[src/hw/rtl/tcs_pkg.sv]
// Package: codes, phase type and sizes for the thruster calibration sequencer.
`default_nettype none

package tcs_pkg;

    localparam int MAX_THRUSTERS = 40;

    localparam int NUM_W   = 6;
    localparam int TEST_W  = 7;
    localparam int TIME_W  = 32;
    localparam int TC_W    = 3;
    localparam int DC_W    = 2;
    localparam int PR_W    = 2;
    localparam int IN_DW   = 32;
    localparam int IN_UW   = 1;
    localparam int OUT_DW  = 16;

    localparam logic IN_OP_TICK    = 1'b0;
    localparam logic IN_OP_RESTART = 1'b1;

    localparam logic [TC_W-1:0] TC_NONE    = 3'd0;
    localparam logic [TC_W-1:0] TC_STOP    = 3'd1;
    localparam logic [TC_W-1:0] TC_FWD     = 3'd2;
    localparam logic [TC_W-1:0] TC_BWD     = 3'd3;
    localparam logic [TC_W-1:0] TC_RELEASE = 3'd4;

    localparam logic [DC_W-1:0] DC_NONE  = 2'd0;
    localparam logic [DC_W-1:0] DC_START = 2'd1;
    localparam logic [DC_W-1:0] DC_STOP  = 2'd2;
    localparam logic [DC_W-1:0] DC_DUMP  = 2'd3;

    localparam logic [PR_W-1:0] PR_NONE     = 2'd0;
    localparam logic [PR_W-1:0] PR_NOSE     = 2'd1;
    localparam logic [PR_W-1:0] PR_SIDE     = 2'd2;
    localparam logic [PR_W-1:0] PR_RELEASE  = 2'd3;

    localparam logic [TIME_W-1:0] SETTLE_S   = 32'd1;
    localparam logic [TIME_W-1:0] RUN_S      = 32'd5;
    localparam logic [TIME_W-1:0] REST_S     = 32'd14;
    localparam logic [TIME_W-1:0] ORIENT_S   = 32'd15;
    localparam logic [TIME_W-1:0] LOG_S      = 32'd6;

    typedef enum logic [2:0] {
        PH_1 = 3'd1,
        PH_2 = 3'd2,
        PH_3 = 3'd3,
        PH_4 = 3'd4,
        PH_5 = 3'd5
    } phase_t;

endpackage

`default_nettype wire

[src/hw/rtl/thruster_calibration_sequencer_top.sv]
// Top level: timed thruster calibration sequencer with stream ports.
// A word accepted passes through the input register, then the result register,
// which holds its result word. Throughput: one word per cycle, set by the
// combinational phase decision between the two registers; either side may stall.
// Reset (aresetn low, synchronous): idle and complete, test 0, phase 1, N = 1,
// num_thrusters register 1, both stages empty.
`default_nettype none

module thruster_calibration_sequencer_top (
    input  wire logic                          aclk,
    input  wire logic                          aresetn,
    input  wire logic                          cfg_valid,
    output logic                               cfg_ready,
    input  wire logic [tcs_pkg::NUM_W-1:0]     cfg_data,
    input  wire logic                          s_tvalid,
    output logic                               s_tready,
    input  wire logic [tcs_pkg::IN_DW-1:0]     s_tdata,  // [31:0] present_time
    input  wire logic [tcs_pkg::IN_UW-1:0]     s_tuser,  // [0] op
    output logic                               m_tvalid,
    input  wire logic                          m_tready,
    output logic [tcs_pkg::OUT_DW-1:0]         m_tdata   // [6:0] test_index,
                                                         // [9:7] thruster_cmd,
                                                         // [11:10] data_cmd,
                                                         // [13:12] prompt,
                                                         // [14] complete, [15] 0
);
    import tcs_pkg::*;

    logic [NUM_W-1:0]  num_reg;
    logic              in_vld_reg;
    logic              op_reg;
    logic [TIME_W-1:0] time_reg;
    logic              out_vld_reg;
    logic [OUT_DW-1:0] out_reg;

    logic              armed_reg, armed_next;
    logic [TEST_W-1:0] test_reg, test_next;
    phase_t            phase_reg, phase_next;
    logic [TIME_W-1:0] start_reg, start_next;
    logic [NUM_W-1:0]  n_reg, n_next;

    logic              advance;
    logic [TEST_W-1:0] total;
    logic              done;
    logic              orient;
    logic              restart_ok;
    logic [TIME_W-1:0] diff;

    logic [TEST_W-1:0] res_idx;
    logic [TC_W-1:0]   res_tc;
    logic [DC_W-1:0]   res_dc;
    logic [PR_W-1:0]   res_pr;
    logic              res_done;

    assign cfg_ready = 1'b1;
    assign advance   = in_vld_reg && (!out_vld_reg || m_tready);
    assign s_tready  = !in_vld_reg || advance;
    assign m_tvalid  = out_vld_reg;
    assign m_tdata   = out_reg;

    assign total      = {n_reg, 1'b0} + TEST_W'(2);
    assign done       = test_reg >= total;
    assign orient     = test_reg >= (total - TEST_W'(2));
    assign restart_ok = (num_reg != '0) && (num_reg <= NUM_W'(MAX_THRUSTERS));
    assign diff       = time_reg - start_reg;

    // next state
    always_comb begin
        armed_next = armed_reg;
        test_next  = test_reg;
        phase_next = phase_reg;
        start_next = start_reg;
        n_next     = n_reg;
        if (op_reg == IN_OP_RESTART) begin
            if (restart_ok) begin
                armed_next = 1'b1;
                test_next  = '0;
                phase_next = PH_1;
                n_next     = num_reg;
            end
        end else if (armed_reg && !done) begin
            if (!orient) begin
                case (phase_reg)
                    PH_1: begin
                        start_next = time_reg;
                        phase_next = PH_2;
                    end
                    PH_2: begin
                        if (diff > SETTLE_S) begin
                            start_next = time_reg;
                            phase_next = PH_3;
                        end
                    end
                    PH_3: begin
                        if (diff > RUN_S) begin
                            phase_next = PH_4;
                        end
                    end
                    PH_4: begin
                        start_next = time_reg;
                        phase_next = PH_5;
                    end
                    PH_5: begin
                        if (diff >= REST_S) begin
                            phase_next = PH_1;
                            test_next  = test_reg + TEST_W'(1);
                        end
                    end
                    default: ;
                endcase
            end else begin
                case (phase_reg)
                    PH_1: begin
                        start_next = time_reg;
                        phase_next = PH_2;
                    end
                    PH_2: begin
                        if (diff >= ORIENT_S) begin
                            phase_next = PH_3;
                        end
                    end
                    PH_3: begin
                        start_next = time_reg;
                        phase_next = PH_4;
                    end
                    PH_4: begin
                        if (diff >= LOG_S) begin
                            phase_next = PH_5;
                        end
                    end
                    PH_5: begin
                        test_next  = test_reg + TEST_W'(1);
                        phase_next = PH_1;
                        start_next = time_reg;
                    end
                    default: ;
                endcase
            end
        end
    end

    // result fields
    always_comb begin
        res_tc = TC_NONE;
        res_dc = DC_NONE;
        res_pr = PR_NONE;
        if (!armed_reg) begin
            res_idx  = '0;
            res_done = 1'b1;
        end else if (done) begin
            res_idx  = test_reg - TEST_W'(1);
            res_done = 1'b1;
        end else begin
            res_idx  = test_reg;
            res_done = 1'b0;
        end
        if (op_reg == IN_OP_RESTART) begin
            if (restart_ok) begin
                res_idx  = '0;
                res_done = 1'b0;
            end
        end else if (armed_reg && !done) begin
            if (!orient) begin
                case (phase_reg)
                    PH_1: res_dc = DC_START;
                    PH_2: begin
                        if (diff > SETTLE_S) begin
                            res_tc = test_reg[0] ? TC_BWD : TC_FWD;
                        end
                    end
                    PH_3: begin
                        if (diff > RUN_S) begin
                            res_tc = TC_STOP;
                            res_dc = DC_STOP;
                        end
                    end
                    PH_4: res_dc = DC_DUMP;
                    default: ;
                endcase
            end else begin
                case (phase_reg)
                    PH_1: res_pr = test_reg[0] ? PR_NOSE : PR_SIDE;
                    PH_2: begin
                        if (diff >= ORIENT_S) begin
                            res_dc = DC_START;
                        end
                    end
                    PH_3: begin
                        res_tc = TC_RELEASE;
                        res_pr = PR_RELEASE;
                    end
                    PH_4: begin
                        if (diff >= LOG_S) begin
                            res_dc = DC_STOP;
                        end
                    end
                    default: ;
                endcase
            end
        end
    end

    always_ff @(posedge aclk) begin
        if (!aresetn) begin
            num_reg     <= NUM_W'(1);
            in_vld_reg  <= 1'b0;
            out_vld_reg <= 1'b0;
            armed_reg   <= 1'b0;
            test_reg    <= '0;
            phase_reg   <= PH_1;
            start_reg   <= '0;
            n_reg       <= NUM_W'(1);
        end else begin
            if (cfg_valid && cfg_ready) begin
                num_reg <= cfg_data;
            end
            if (s_tvalid && s_tready) begin
                in_vld_reg <= 1'b1;
            end else if (advance) begin
                in_vld_reg <= 1'b0;
            end
            if (advance) begin
                out_vld_reg <= 1'b1;
                armed_reg   <= armed_next;
                test_reg    <= test_next;
                phase_reg   <= phase_next;
                start_reg   <= start_next;
                n_reg       <= n_next;
            end else if (m_tready) begin
                out_vld_reg <= 1'b0;
            end
        end
    end

    always_ff @(posedge aclk) begin
        if (s_tvalid && s_tready) begin
            op_reg   <= s_tuser[0];
            time_reg <= s_tdata;
        end
        if (advance) begin
            out_reg <= {1'b0, res_done, res_pr, res_dc, res_tc, res_idx};
        end
    end

endmodule

`default_nettype wire

[config.mk]
export PLATFORM = sky130hd
export DESIGN_NAME = thruster_calibration_sequencer_top
export DESIGN_NICKNAME = d
export VERILOG_FILES = /design/src/hw/rtl/tcs_pkg.sv /design/src/hw/rtl/thruster_calibration_sequencer_top.sv
export SDC_FILE = /design/constraint.sdc
export NUM_CORES = 1
export LEC_CHECK = 0
export ABC_AREA = 1
export BUFFER_PORTS_ARGS = -buffer_cell sky130_fd_sc_hd__buf_2
export CELL_PAD_IN_SITES_DETAIL_PLACEMENT = 1
export CELL_PAD_IN_SITES_GLOBAL_PLACEMENT = 1
export CORE_ASPECT_RATIO = 2
export CORE_MARGIN = 1
export CORE_UTILIZATION = 40
export CTS_CLUSTER_SIZE = 40
export DETAILED_ROUTE_END_ITERATION = 16
export GPL_TIMING_DRIVEN = 0
export PLACE_DENSITY = 0.87
export SLEW_MARGIN = 20
export SYNTH_ARGS = -nofsm -noshare
export SYNTH_HDL_FRONTEND = slang
export SYNTH_SLANG_ARGS = --single-unit
[constraint.sdc]
create_clock -name aclk -period 3.1 [get_ports aclk]
set_input_delay 0.31 -clock aclk [delete_from_list [all_inputs] [get_ports aclk]]
set_output_delay 0.31 -clock aclk [all_outputs]
set_load 0.005 [all_outputs]
==> impl_metrics.toml <==
[status]
status = "finished, violations left"
violations = "DRC, setup timing"

[synthesis]
yosys.area_share.simple = 0.305
avgSynthCellArea_um2 = 6.89
ys_seq_area_frac = 0.349
synth_xor_area_frac = 0.0201
yosysUniqueCellTypes = 44
synth_compound_area_frac = 0.116
synthesis.area_um2 = 7400
syn_inst = 1073
muxShareOfSynthArea = 0
synthAdderAreaFrac = 0.0822
synth_top_family_by_area = "simple AND/OR/NAND/NOR gates"
ys_warn_count = 0
ys_ff_latch = 105
syn-num-nets = 1165

[floorplan]
dieArea_um2 = 19100
start_util = 0.406
core_region_area_um2 = 18200
ios = 63
die_height_um = 194
row_count = 70
die_x_um = 98.2

[timing]
drv_slew = 0
hold_viol_final = 0
fmax_mhz = 299
rsz0062_at_grt = "yes"
worst_pin_slew_ps = 766
slew_headroom = 0.489
fin_crit_sh = 1.08
skew_ps = 11.7
fin_ws_ps = -246
finalSetupViolCount = 34
min_period_ps = 3350

[clocking]
clkTransAtPathRegs_ps = 70
clockBufferDepth = 2
cts_tree = "yes"
root_buffer = "clkbuf_16"
cts.sinks = 105
insertion_delay_ps = 370
htreeDepth = 3
numCtsBuffers = 9

[global_route]
grt_pass1_vias = 8085
grt_usage = 0.264
grt_pass1_wl_mm = 39.2
grt_overflow = 0
antenna_found_initial = 0
grt_max_degree = 32

[worst_setup_path]
worst-path-max-fanout = 10
path_cells = "ha_4 > nand3_4 > xor2_2 > nand4_1 > nor2_2 > xor2_1 > ha_1 > buf_6 > nand4_1 > nand3_4 > a211oi_2 > nand2_1 > o31ai_4 > nor3_4 > nand2_8 > buf_4 > buf_12 > a21oi_1"
worstPathRequired_ps = 3380
worstSetupStartpointType = "flop"
critPathBufInv = 3
crit_type = "flop to flop"
critPathMaxStageDelay_ps = 380
cpMaxStageDelayCell = "dfxtp_4"
path_delay_family = "simple AND/OR/NAND/NOR gates"
worst_ep_arrival_time_ps = 3630
cp-end-kind = "flop"

[pwr]
peakVddDrop_mv = 0.261
p_switching_uw = 1150
leakagePower_uw = 0.00443
combPwrFrac = 0.242
clock_power_share = 0.329
swShare = 0.317
power_frac_seq = 0.429
power_per_cell_area_nw_per_um2 = 383
p_int_uw = 2470

[detailed_routing]
drt_iter0_drc = 344
drtAntennaViolNets = 0
totalWireLength_mm = 26.5
post_drt_wl_per_cell_um = 18.9
via_per_inst = 5.43
drt-pass1-iter-count = 12
route.detailed.drc = 3
vias = 7612

[finish]
antenna_cells = 0
drive_above_1_share = 0.270
layout_commonest_cell = "nand2_1"
fillers = 2314
nets = 1272
area_growth_pct = 27.8
final_cell_mix = "300 x nand2_1, 206 x inv_1, 65 x nor2_1, 61 x buf_2, 52 x dfxtp_1"
fin_util = 0.519

[run]
drv_cap = 0

[placement]
portBuffers = 59
gp_congestion = 0.925
place_worst_setup_slack_ps = -656
dp_hpwl_mm = 18.5

[worst_hold_path]
hold_class = "primary input to flop"
==> per-stage QoR <==
stage               cells  hold WS [ps]  instance area, um2  setup TNS [ps]  total power [uW]
floorplan            1073           409                7400               0              2030
CTS                  1382           111                8780           -1090              3490
global route         1401           111                9450          -10050              3780
global placement     1348           444                7970          -20050              2210
detailed placement   1349           458                7990          -25590              2250
finish               1401           114                9450           -5120              3620
==> power by group through the flow <==
stage	Sequential [uW]	Clock (uW)	Combinational, uW
6_report	1550	1190	876
5_1_grt	1560	1260	962
4_1_cts	1550	1210	737
3_5_place_dp	1570	0	672
3_3_place_gp	1570	0	640
2_1_floorplan	1560	0	467
==> kinds of logic (layout without fill, tap and decap cells) <==
| kind of cell | after synthesis | in the layout |
|---|---|---|
| AOI/OAI and AO/OA | 141 | 141 |
| xor gates and xnor gates | 17 | 17 |
| adders and majority gates | 48 | 48 |
| buffers and inverters | 231 | 343 |
| DFF | 105 | 105 |
| other | 2 | 2 |
| and+or+nand+nor | 529 | 529 |
==> path summary, 6_finish.rpt <==
check | start | to | slack, ps | cells past startpoint
hold reg to reg | start_reg[19] | start_reg[19] | 480 | 2
hold / removal | s_tdata[11] | time_reg[11] | 110 | 1
setup reg to reg | n_reg[0] | start_reg[29] | -250 | 18
setup / recovery | n_reg[0] | start_reg[29] | -250 | 18
==> layout make-up <==
| class | count | area (um2) | share of cell area |
|---|---|---|---|
| well taps | 216 | 270 | 0.0286 |
| flip-flops and latches | 105 | 2600 | 0.275 |
| inverters | 215 | 817 | 0.0864 |
| clock inverters | 5 | 55.1 | 0.00582 |
| multi-input cells | 737 | 4710 | 0.499 |
| clock buffers | 11 | 243 | 0.0257 |
| repair buffers | 97 | 626 | 0.0662 |
| plain buffers | 15 | 129 | 0.0136 |
==> worst reg2reg max path, delay by kind of cell, from the launching register on <==
| family | cells | cell delay [ps] |
|---|---|---|
| buffers and inverters | 3 | 450 |
| AOI/OAI and AO/OA | 3 | 360 |
| xor gates and xnor gates | 2 | 230 |
| and+or+nand+nor | 8 | 1280 |
| DFF | 1 | 380 |
| adders and majority gates | 2 | 570 |
==> routing by layer <==
layer  track usage  share of wire  vias to the layer above  wire length (um)
met5             0              0                        -                 0
met4         0.204          0.079                        0              2110
met3        0.0313          0.030                      116               797
met2         0.531           0.57                      212             15200
met1         0.225           0.32                     3693              8430
li1              -              -                     3591                 -
==> repair_timing <==
item / in CTS / in global routing
pin swaps: 23 / 36
setup endpoints to repair: 46 / 46
gates resized for setup: 84 / 125
hold buffers: 0 / 0
cloned: 1 / 0
buffers inserted: 19 / 21
==> synthesized netlist by cell type, drive strengths merged <==
master,count,area (um2)
o21bai,2,15.0
a211oi,3,22.5
inv,214,803
nand2,333,1280
o31ai,2,15.0
dfxtp,57,1140
edfxtp,48,1440
o32ai,1,8.76
o41ai,2,17.5
fa,1,20.0
a21boi,1,7.51
o21a,2,15.0
and2,5,33.8
nand3b,4,30.0
clkinv,1,3.75
buf,10,104
clkbuf,6,22.5
nor2,98,403
nand3,52,280
a21oi,76,485
conb,2,7.51
o211ai,1,7.51
nor3,10,50.1
nand4,26,178
o21ai,50,254
nor3b,1,7.51
o2111ai,1,8.76
xnor2,5,43.8
xor2,12,105
ha,47,588
(Power assumes the default switching activity.)
